## config.mk

```make
export PLATFORM = sky130hd
export DESIGN_NAME = http_response_stream_parser
export DESIGN_NICKNAME = d
export VERILOG_FILES = /design/src/hrsp_pkg.sv /design/src/http_response_stream_parser.sv /design/src/hrsp_step.sv /design/src/hrsp_out_buf.sv
export SDC_FILE = /design/constraint.sdc
export NUM_CORES = 1
export LEC_CHECK = 0
export ABC_AREA = 0
export BUFFER_PORTS_ARGS = -buffer_cell sky130_fd_sc_hd__buf_2
export CAP_MARGIN = 20
export CORE_ASPECT_RATIO = 0.7
export CORE_MARGIN = 1.5
export CORE_UTILIZATION = 45
export CTS_BUF_LIST = sky130_fd_sc_hd__clkbuf_8
export CTS_CLUSTER_DIAMETER = 60
export DETAILED_ROUTE_END_ITERATION = 12
export PLACE_DENSITY = 0.73
export SYNTH_ARGS = -nofsm -noshare
export SYNTH_HDL_FRONTEND = slang
export SYNTH_SLANG_ARGS = --single-unit
export TNS_END_PERCENT = 50
```

## constraint.sdc

```tcl
create_clock -name i_clk -period 11.1 [get_ports i_clk]
set_input_delay 0.555 -clock i_clk [delete_from_list [all_inputs] [get_ports i_clk]]
set_output_delay 0.555 -clock i_clk [all_outputs]
set_load 0.05 [all_outputs]
```

## src/hrsp_pkg.sv

```systemverilog
package hrsp_pkg;

    localparam int LENGTH_BITS = 20;
    localparam int CODE_BITS   = 10;
    localparam int KEY_LEN     = 14;
    localparam int KEY_POS_W   = 4;

    localparam logic [CODE_BITS-1:0]   CODE_MAX   = CODE_BITS'(999);
    localparam logic [CODE_BITS-1:0]   CODE_OK    = CODE_BITS'(200);
    localparam logic [LENGTH_BITS-1:0] LENGTH_MAX = '1;

    localparam logic [7:0] CH_CR    = 8'h0d;
    localparam logic [7:0] CH_LF    = 8'h0a;
    localparam logic [7:0] CH_COLON = 8'h3a;
    localparam logic [7:0] CH_SPACE = 8'h20;
    localparam logic [7:0] CH_ZERO  = 8'h30;
    localparam logic [7:0] CH_NINE  = 8'h39;
    localparam logic [7:0] CH_LA    = 8'h61;
    localparam logic [7:0] CH_LZ    = 8'h7a;
    localparam logic [7:0] CH_UA    = 8'h41;
    localparam logic [7:0] CH_UZ    = 8'h5a;

    localparam logic [2:0] K_NONE   = 3'd0;
    localparam logic [2:0] K_REASON = 3'd1;
    localparam logic [2:0] K_BODY   = 3'd2;
    localparam logic [2:0] K_OK     = 3'd3;
    localparam logic [2:0] K_HTTP   = 3'd4;
    localparam logic [2:0] K_PARSE  = 3'd5;

    typedef enum logic [3:0] {
        P_VERSION   = 4'd0,
        P_CODE      = 4'd1,
        P_REASON    = 4'd2,
        P_STATUS_LF = 4'd3,
        P_KEY       = 4'd4,
        P_VALUE     = 4'd5,
        P_HDR_LF    = 4'd6,
        P_LINE      = 4'd7,
        P_END_LF    = 4'd8,
        P_BODY      = 4'd9
    } t_phase;

    typedef enum logic [1:0] {
        V_SPACES = 2'd0,
        V_DIGITS = 2'd1,
        V_DONE   = 2'd2
    } t_vphase;

    typedef struct packed {
        logic [7:0] data_byte;
        logic       stream_closed;
    } t_in_beat;

    typedef struct packed {
        logic [2:0]             result_kind;
        logic [7:0]             out_byte;
        logic [CODE_BITS-1:0]   status_code;
        logic [LENGTH_BITS-1:0] content_length;
        logic                   last;
    } t_out_beat;

    function automatic logic [7:0] key_char(input logic [KEY_POS_W-1:0] pos);
        logic [7:0] c;
        case (pos)
            4'd0:    c = 8'h63;
            4'd1:    c = 8'h6f;
            4'd2:    c = 8'h6e;
            4'd3:    c = 8'h74;
            4'd4:    c = 8'h65;
            4'd5:    c = 8'h6e;
            4'd6:    c = 8'h74;
            4'd7:    c = 8'h2d;
            4'd8:    c = 8'h6c;
            4'd9:    c = 8'h65;
            4'd10:   c = 8'h6e;
            4'd11:   c = 8'h67;
            4'd12:   c = 8'h74;
            4'd13:   c = 8'h68;
            default: c = 8'h00;
        endcase
        return c;
    endfunction

endpackage

```

## src/http_response_stream_parser.sv

```systemverilog
// channel | direction | handshake                   | payload
// in      | input     | i_in_valid / o_in_stall     | i_in_beat  (data_byte, stream_closed)
// out     | output    | o_out_valid / i_out_stall   | o_out_beat (kind, byte, code, length, last)
//
// one beat in per cycle while o_in_stall is low, one result beat out per input beat
// path: input register, then parse logic into a two-entry result buffer
// synchronous active-low reset returns the parser to the version text, buffers empty
// o_in_stall comes from registers only; it rises when the result buffer is full
// and a beat waits in the input register
module http_response_stream_parser (
    input  logic               i_clk,
    input  logic               i_rst_n,
    input  logic               i_in_valid,
    output logic               o_in_stall,
    input  hrsp_pkg::t_in_beat  i_in_beat,
    output logic               o_out_valid,
    input  logic               i_out_stall,
    output hrsp_pkg::t_out_beat o_out_beat
);
    import hrsp_pkg::*;

    logic      r_in_valid;
    t_in_beat  r_in_beat;
    logic      w_space;
    logic      w_adv;
    logic      w_take;
    t_out_beat w_res;

    assign o_in_stall = r_in_valid && !w_space;
    assign w_take     = i_in_valid && !o_in_stall;
    assign w_adv      = r_in_valid && w_space;

    always_ff @(posedge i_clk) begin
        if (!i_rst_n) begin
            r_in_valid <= 1'b0;
        end else if (w_take) begin
            r_in_valid <= 1'b1;
        end else if (w_adv) begin
            r_in_valid <= 1'b0;
        end
    end

    always_ff @(posedge i_clk) begin
        if (w_take) begin
            r_in_beat <= i_in_beat;
        end
    end

    hrsp_step u_step (
        .i_clk   (i_clk),
        .i_rst_n (i_rst_n),
        .i_en    (w_adv),
        .i_beat  (r_in_beat),
        .o_res   (w_res)
    );

    hrsp_out_buf u_out_buf (
        .i_clk   (i_clk),
        .i_rst_n (i_rst_n),
        .i_push  (w_adv),
        .i_beat  (w_res),
        .o_space (w_space),
        .o_valid (o_out_valid),
        .i_stall (i_out_stall),
        .o_beat  (o_out_beat)
    );

endmodule

```

## src/hrsp_step.sv

```systemverilog
module hrsp_step (
    input  logic               i_clk,
    input  logic               i_rst_n,
    input  logic               i_en,
    input  hrsp_pkg::t_in_beat  i_beat,
    output hrsp_pkg::t_out_beat o_res
);
    import hrsp_pkg::*;

    t_phase                 r_phase, n_phase;
    logic [CODE_BITS-1:0]   r_code_acc, n_code_acc;
    logic                   r_reason_seen, n_reason_seen;
    logic [KEY_POS_W-1:0]   r_key_pos, n_key_pos;
    logic                   r_key_mis, n_key_mis;
    logic                   r_key_started, n_key_started;
    t_vphase                r_vphase, n_vphase;
    logic [LENGTH_BITS-1:0] r_length_acc, n_length_acc;
    logic [LENGTH_BITS-1:0] r_bytes_left, n_bytes_left;

    logic [7:0]             w_b;
    logic                   w_digit_ok;
    logic [3:0]             w_digit;
    logic [CODE_BITS+3:0]   w_code_mul;
    logic [LENGTH_BITS+3:0] w_len_mul;
    logic                   w_key_hit;
    logic [KEY_POS_W-1:0]   w_kb_pos;
    logic                   w_kb_mis;
    logic                   w_kb_started;
    logic [2:0]             w_kind;
    logic [2:0]             w_status_err;
    logic [7:0]             w_byte;
    logic                   w_last;

    // case folding and small helpers
    always_comb begin
        w_b = i_beat.data_byte;
        if (i_beat.data_byte inside {[CH_UA:CH_UZ]}) begin
            w_b = i_beat.data_byte | 8'h20;
        end
        w_digit_ok   = (w_b inside {[CH_ZERO:CH_NINE]});
        w_digit      = 4'(w_b - CH_ZERO);
        w_code_mul   = (CODE_BITS+4)'(r_code_acc) * (CODE_BITS+4)'(10)
                     + (CODE_BITS+4)'(w_digit);
        w_len_mul    = (LENGTH_BITS+4)'(r_length_acc) * (LENGTH_BITS+4)'(10)
                     + (LENGTH_BITS+4)'(w_digit);
        w_key_hit    = !r_key_mis && (r_key_pos == KEY_POS_W'(KEY_LEN));
        w_status_err = r_reason_seen ? K_HTTP : K_PARSE;
    end

    // key byte matching against the content-length name
    always_comb begin
        w_kb_pos     = r_key_pos;
        w_kb_mis     = r_key_mis;
        w_kb_started = r_key_started;
        if (!(w_b == CH_SPACE && !r_key_started)) begin
            w_kb_started = 1'b1;
            if (r_key_pos < KEY_POS_W'(KEY_LEN) && w_b == key_char(r_key_pos)) begin
                w_kb_pos = r_key_pos + 1'b1;
            end else begin
                w_kb_mis = 1'b1;
            end
        end
    end

    // next state
    always_comb begin
        n_phase       = r_phase;
        n_code_acc    = r_code_acc;
        n_reason_seen = r_reason_seen;
        n_key_pos     = r_key_pos;
        n_key_mis     = r_key_mis;
        n_key_started = r_key_started;
        n_vphase      = r_vphase;
        n_length_acc  = r_length_acc;
        n_bytes_left  = r_bytes_left;
        if (!i_beat.stream_closed) begin
            case (r_phase)
                P_VERSION: begin
                    if (w_b == CH_SPACE) n_phase = P_CODE;
                end
                P_CODE: begin
                    if (w_digit_ok) begin
                        n_code_acc = (w_code_mul > (CODE_BITS+4)'(CODE_MAX)) ?
                                     CODE_MAX : CODE_BITS'(w_code_mul);
                    end else if (w_b == CH_SPACE) begin
                        n_phase = P_REASON;
                    end
                end
                P_REASON: begin
                    if (w_b == CH_CR) begin
                        n_phase = P_STATUS_LF;
                    end else begin
                        n_reason_seen = 1'b1;
                    end
                end
                P_STATUS_LF: begin
                    if (w_b == CH_LF && r_code_acc == CODE_OK) begin
                        n_phase       = P_KEY;
                        n_key_pos     = '0;
                        n_key_mis     = 1'b0;
                        n_key_started = 1'b0;
                        n_vphase      = V_SPACES;
                    end
                end
                P_KEY: begin
                    if (w_b == CH_COLON) begin
                        n_phase  = P_VALUE;
                        n_vphase = V_SPACES;
                        if (w_key_hit) n_length_acc = '0;
                    end else begin
                        n_key_pos     = w_kb_pos;
                        n_key_mis     = w_kb_mis;
                        n_key_started = w_kb_started;
                    end
                end
                P_VALUE: begin
                    if (w_b == CH_CR) begin
                        n_phase = P_HDR_LF;
                    end else if (w_key_hit) begin
                        if (r_vphase == V_SPACES && w_b == CH_SPACE) begin
                            n_vphase = V_SPACES;
                        end else if (r_vphase != V_DONE && w_digit_ok) begin
                            n_length_acc = (w_len_mul > (LENGTH_BITS+4)'(LENGTH_MAX)) ?
                                           LENGTH_MAX : LENGTH_BITS'(w_len_mul);
                            n_vphase     = V_DIGITS;
                        end else begin
                            n_vphase = V_DONE;
                        end
                    end
                end
                P_HDR_LF: begin
                    if (w_b == CH_LF) begin
                        n_phase       = P_LINE;
                        n_key_pos     = '0;
                        n_key_mis     = 1'b0;
                        n_key_started = 1'b0;
                        n_vphase      = V_SPACES;
                    end
                end
                P_LINE: begin
                    if (w_b inside {[CH_LA:CH_LZ]}) begin
                        n_phase       = P_KEY;
                        n_key_pos     = w_kb_pos;
                        n_key_mis     = w_kb_mis;
                        n_key_started = w_kb_started;
                    end else if (w_b == CH_CR) begin
                        n_phase = P_END_LF;
                    end
                end
                P_END_LF: begin
                    if (w_b == CH_LF) begin
                        n_bytes_left = r_length_acc;
                        if (r_length_acc != '0) n_phase = P_BODY;
                    end
                end
                P_BODY: begin
                    if (r_bytes_left != '0) n_bytes_left = r_bytes_left - 1'b1;
                end
                default: begin
                    n_phase = r_phase;
                end
            endcase
        end
    end

    // result outputs
    always_comb begin
        w_kind = K_NONE;
        w_byte = '0;
        w_last = 1'b0;
        if (i_beat.stream_closed) begin
            w_last = 1'b1;
            if (r_phase == P_BODY) begin
                w_kind = K_OK;
            end else if (r_phase inside {P_VERSION, P_CODE, P_REASON, P_STATUS_LF}) begin
                w_kind = w_status_err;
            end else begin
                w_kind = K_PARSE;
            end
        end else begin
            case (r_phase)
                P_VERSION: w_kind = K_NONE;
                P_CODE: begin
                    if (!w_digit_ok && w_b != CH_SPACE) begin
                        w_kind = K_PARSE;
                        w_last = 1'b1;
                    end
                end
                P_REASON: begin
                    if (w_b != CH_CR) begin
                        w_kind = K_REASON;
                        w_byte = w_b;
                    end
                end
                P_STATUS_LF: begin
                    if (!(w_b == CH_LF && r_code_acc == CODE_OK)) begin
                        w_kind = w_status_err;
                        w_last = 1'b1;
                    end
                end
                P_KEY, P_VALUE: w_kind = K_NONE;
                P_HDR_LF: begin
                    if (w_b != CH_LF) begin
                        w_kind = K_PARSE;
                        w_last = 1'b1;
                    end
                end
                P_LINE: begin
                    if (!(w_b inside {[CH_LA:CH_LZ]}) && w_b != CH_CR) begin
                        w_kind = K_PARSE;
                        w_last = 1'b1;
                    end
                end
                P_END_LF: begin
                    if (w_b == CH_LF) begin
                        w_kind = K_OK;
                        w_last = (r_length_acc == '0);
                    end else begin
                        w_kind = K_PARSE;
                        w_last = 1'b1;
                    end
                end
                P_BODY: begin
                    w_kind = K_BODY;
                    w_byte = i_beat.data_byte;
                    w_last = (n_bytes_left == '0);
                end
                default: begin
                    w_kind = K_PARSE;
                    w_last = 1'b1;
                end
            endcase
        end
    end

    always_comb begin
        o_res.result_kind    = w_kind;
        o_res.out_byte       = w_byte;
        o_res.status_code    = n_code_acc;
        o_res.content_length = (w_kind == K_HTTP || w_kind == K_PARSE) ? '0 : n_length_acc;
        o_res.last           = w_last;
    end

    always_ff @(posedge i_clk) begin
        if (!i_rst_n) begin
            r_phase       <= P_VERSION;
            r_code_acc    <= '0;
            r_reason_seen <= 1'b0;
            r_key_pos     <= '0;
            r_key_mis     <= 1'b0;
            r_key_started <= 1'b0;
            r_vphase      <= V_SPACES;
            r_length_acc  <= '0;
            r_bytes_left  <= '0;
        end else if (i_en) begin
            if (w_last) begin
                // response finished, back to the start of a new one
                r_phase       <= P_VERSION;
                r_code_acc    <= '0;
                r_reason_seen <= 1'b0;
                r_key_pos     <= '0;
                r_key_mis     <= 1'b0;
                r_key_started <= 1'b0;
                r_vphase      <= V_SPACES;
                r_length_acc  <= '0;
                r_bytes_left  <= '0;
            end else begin
                r_phase       <= n_phase;
                r_code_acc    <= n_code_acc;
                r_reason_seen <= n_reason_seen;
                r_key_pos     <= n_key_pos;
                r_key_mis     <= n_key_mis;
                r_key_started <= n_key_started;
                r_vphase      <= n_vphase;
                r_length_acc  <= n_length_acc;
                r_bytes_left  <= n_bytes_left;
            end
        end
    end

    a_clear_after_last: assert property (@(posedge i_clk) disable iff (!i_rst_n)
        i_en && w_last |=> r_phase == P_VERSION && r_code_acc == '0 && r_length_acc == '0)
        else $error("state not cleared after last result");

    a_body_only_in_body: assert property (@(posedge i_clk) disable iff (!i_rst_n)
        i_en && w_kind == K_BODY |-> r_phase == P_BODY && r_bytes_left != '0)
        else $error("body beat outside body phase");

    a_reason_marks_seen: assert property (@(posedge i_clk) disable iff (!i_rst_n)
        i_en && w_kind == K_REASON |=> r_reason_seen)
        else $error("reason byte not recorded");

    a_error_is_last: assert property (@(posedge i_clk) disable iff (!i_rst_n)
        (w_kind == K_HTTP || w_kind == K_PARSE) |-> w_last && o_res.content_length == '0)
        else $error("error result not final or carries a length");

endmodule

```

## src/hrsp_out_buf.sv

```systemverilog
module hrsp_out_buf (
    input  logic               i_clk,
    input  logic               i_rst_n,
    input  logic               i_push,
    input  hrsp_pkg::t_out_beat i_beat,
    output logic               o_space,
    output logic               o_valid,
    input  logic               i_stall,
    output hrsp_pkg::t_out_beat o_beat
);
    import hrsp_pkg::*;

    t_out_beat  r_mem [2];
    logic       r_wr_ptr;
    logic       r_rd_ptr;
    logic [1:0] r_count;
    logic       w_pop;

    assign o_valid = (r_count != 2'd0);
    assign o_space = (r_count != 2'd2);
    assign o_beat  = r_mem[r_rd_ptr];
    assign w_pop   = o_valid && !i_stall;

    always_ff @(posedge i_clk) begin
        if (i_push) begin
            r_mem[r_wr_ptr] <= i_beat;
        end
    end

    always_ff @(posedge i_clk) begin
        if (!i_rst_n) begin
            r_wr_ptr <= 1'b0;
            r_rd_ptr <= 1'b0;
            r_count  <= 2'd0;
        end else begin
            if (i_push) r_wr_ptr <= ~r_wr_ptr;
            if (w_pop)  r_rd_ptr <= ~r_rd_ptr;
            r_count <= r_count + 2'(i_push) - 2'(w_pop);
        end
    end

    a_no_push_when_full: assert property (@(posedge i_clk) disable iff (!i_rst_n)
        !(i_push && r_count == 2'd2))
        else $error("push into full result buffer");

    a_count_range: assert property (@(posedge i_clk) disable iff (!i_rst_n)
        r_count != 2'd3)
        else $error("result buffer count out of range");

    a_ptr_balance: assert property (@(posedge i_clk) disable iff (!i_rst_n)
        (r_count == 2'd0 || r_count == 2'd2) |-> r_wr_ptr == r_rd_ptr)
        else $error("buffer pointers disagree with count");

endmodule

```

==> run metrics <==
Root Buffer=clkbuf_8; pin count of the biggest net entering global routing=47; unrepaired setup endpoints after global routing=no; WHS Path Cells=1; fin nets=1,282; Clock Latency Late Sink=490 ps; Mapped Cells=1,174; grt total ovfl=0; HP Class=input port to register; clk sinks=169; hpwl dp=23.4 mm; vias in the first global route=8,711; final hold viol count=0; register bit total from synthesis=169; EDFF count, synth=93; peak supply drop=127 uV; fillers=2,218; Post-CTS Setup Bufs=0; Wirelength per Cell=21.1 um; final worst slack=5380 ps; total CTS buffers=17; CP Capture Type=register; core box area=23,900 um^2; Post-Layout Cell Count=1,527; Slowest cell on crit path=nor4_4; WL final=32.2 mm; # diodes=0; Critical Path Max Stage Delay=890 ps; gpl congestion=0.988; Die X-Extent=190 um; CTS clk-pin slew, worst paths=110 ps; FF/Latch Area=4320 um^2; worst rel slew slack=26.5%; CP required=11,480 ps; Die ar.=25,500 um^2; most frequent cells in the layout=nor2_1 (103), edfxtp_1 (93), nand2_1 (88), dfxtp_1 (75), a21oi_1 (74); Setup CP Type=register to register; Placed Area=11,500 um^2; Cell Rows=47; Mean Syn Cell Area=9.41 um^2; Max Freq=0.175 GHz; P per Cell Area=127 nW/um^2; post-place setup slack=5610 ps; fin area=11,900 um^2; max_cap viols=0; first-pass GRT wire length=49.7 mm; Synth warnings=0; PostCTS Resize Cnt=0; fin crit period=5720 ps; Buffers on Ports=56; 1st-iter DRT viols=1,391; CTS H-tree lvls=4; worst-margin pin slew=1100 ps; total chip power=1.52 mW; hold_ws=248 ps; drt via density=6.33; Slew Limit Fails=0; initial antenna violation count=0; IO Pins=57; Post-synth top flop=edfxtp_1; end-of-flow core utilization=49.9%; final setup violating endpoints=0; share of cells above drive strength 1=15.2%; TritonCTS clock tree=built; syn_nets=1,260; Multi-input gate area=6310 um^2; CTS Hold Buffers Added=0; Synth Cell Area=11,000 um^2; Post-synth ARST share=0%; Initial Utilization=46.3%; Initial DRT Pass Iterations=8; clock buffer depth=2; vias=9,673; critical path data arrival time=6100 ps; final worst path period share=51.5%; worst r2r path cells=16; DRC viols=0; Max FO, Critical Path=28; Fin Setup TNS=0 ps; commonest non-fill, non-tap cell in the layout=nor2_1; die height=134 um; status=finished, final reports clean; LEAKAGE=4.55 nW; skew final=19.4 ps; Final ANT Viol Nets=0; crit start category=register; dpl cells=1,494; Total GRT Usage=25.3%; crit-path cells=or4b_1, nor4_4, a221oi_1, o221a_1, and3_1, nand4_1, nor4_4, nor2_4, inv_2, nor2_1, o21ai_1, nor2_1, inv_1, ha_1, mux2_2, a22o_1; Yosys cell types=95; register area share after synthesis=39.1%; Area growth syn-to-layout=7.84%
==> per-layer routing <==
layer / share of wire (%) / global-route usage (%) / routed length, um
met1: 47 / 39.6 / 15200
met2: 40 / 33.6 / 12700
met3: 12 / 6.10 / 3720
met4: 1.7 / 7.48 / 535
met5: 0 / 0 / 0
==> cell usage after synthesis, drive strengths merged, types with 29 or more instances <==
cell | count | share of area, %
inv | 37 | 1.3
o21ai | 85 | 4.0
mux2 | 48 | 4.9
a21oi | 74 | 3.4
nor2 | 106 | 3.7
nor3 | 43 | 2.0
clkbuf | 44 | 1.5
ha | 69 | 7.8
dfxtp | 76 | 14
nand3 | 32 | 1.4
nand2 | 89 | 3.0
edfxtp | 93 | 25
xnor2 | 29 | 2.4
==> flip-flops by register name, indices dropped and copies added, names as in the netlist, named ones only <==
signal / count
u_out_buf.r_mem: 84
u_step.r_bytes_left: 20
u_step.r_length_acc: 20
u_step.r_code_acc: 10
r_in_beat: 9
u_step.r_key_pos: 4
u_step.r_phase: 4
u_out_buf.r_count: 2
u_step.r_vphase: 2
r_in_valid: 1
u_out_buf.r_rd_ptr: 1
u_out_buf.r_wr_ptr: 1
u_step.r_key_mis: 1
u_step.r_key_started: 1
u_step.r_reason_seen: 1
==> layout make-up <==
| cell class | count | share of cell area, % |
|---|---|---|
| inverter | 37 | 1.17 |
| multi-input combinational | 904 | 53.0 |
| clock inverter | 15 | 1.30 |
| sequential | 169 | 36.2 |
| clock buffer | 17 | 1.96 |
| timing repair buffer | 67 | 3.05 |
| tap | 318 | 3.34 |
==> worst max-delay path: cells and delay by family, from the launching register on <==
| family | cells | cell delay, ps |
|---|---|---|
| compound gates | 4 | 760 |
| flops | 1 | 880 |
| mux | 1 | 260 |
| simple gates | 8 | 3020 |
| buf+inv | 2 | 420 |
| fa+ha+maj | 1 | 230 |
==> path summary, 6_finish.rpt <==
path | from | endpoint | slack [ps]
worst max-delay path | u_step.r_phase[3] | register | 5380
worst min-delay path | i_in_beat[4] | r_in_beat[4] | 250
worst max register to register | u_step.r_phase[3] | register | 5380
worst min register to register | u_step.r_key_started | u_step.r_key_started | 460
==> cells by family after synthesis <==
family / synth area share [%]
adder cells (fa/ha/maj): 8.54
multiplexers: 5.20
AO/OA/AOI/OAI: 19.6
flip-flops: 39.1
buffers and inverters: 3.92
XOR/XNOR: 3.87
AND/OR/NAND/NOR: 19.8
==> power by group <==
group	switching [mW]	total (mW)	internal, mW	leakage (nW)
Sequential	0.0382	0.731	0.693	1.48
Combinational	0.247	0.345	0.0976	2.87
Clock	0.274	0.442	0.168	0.197
Total	0.559	1.52	0.958	4.55
Note: power is estimated with default switching activity, not from simulation.
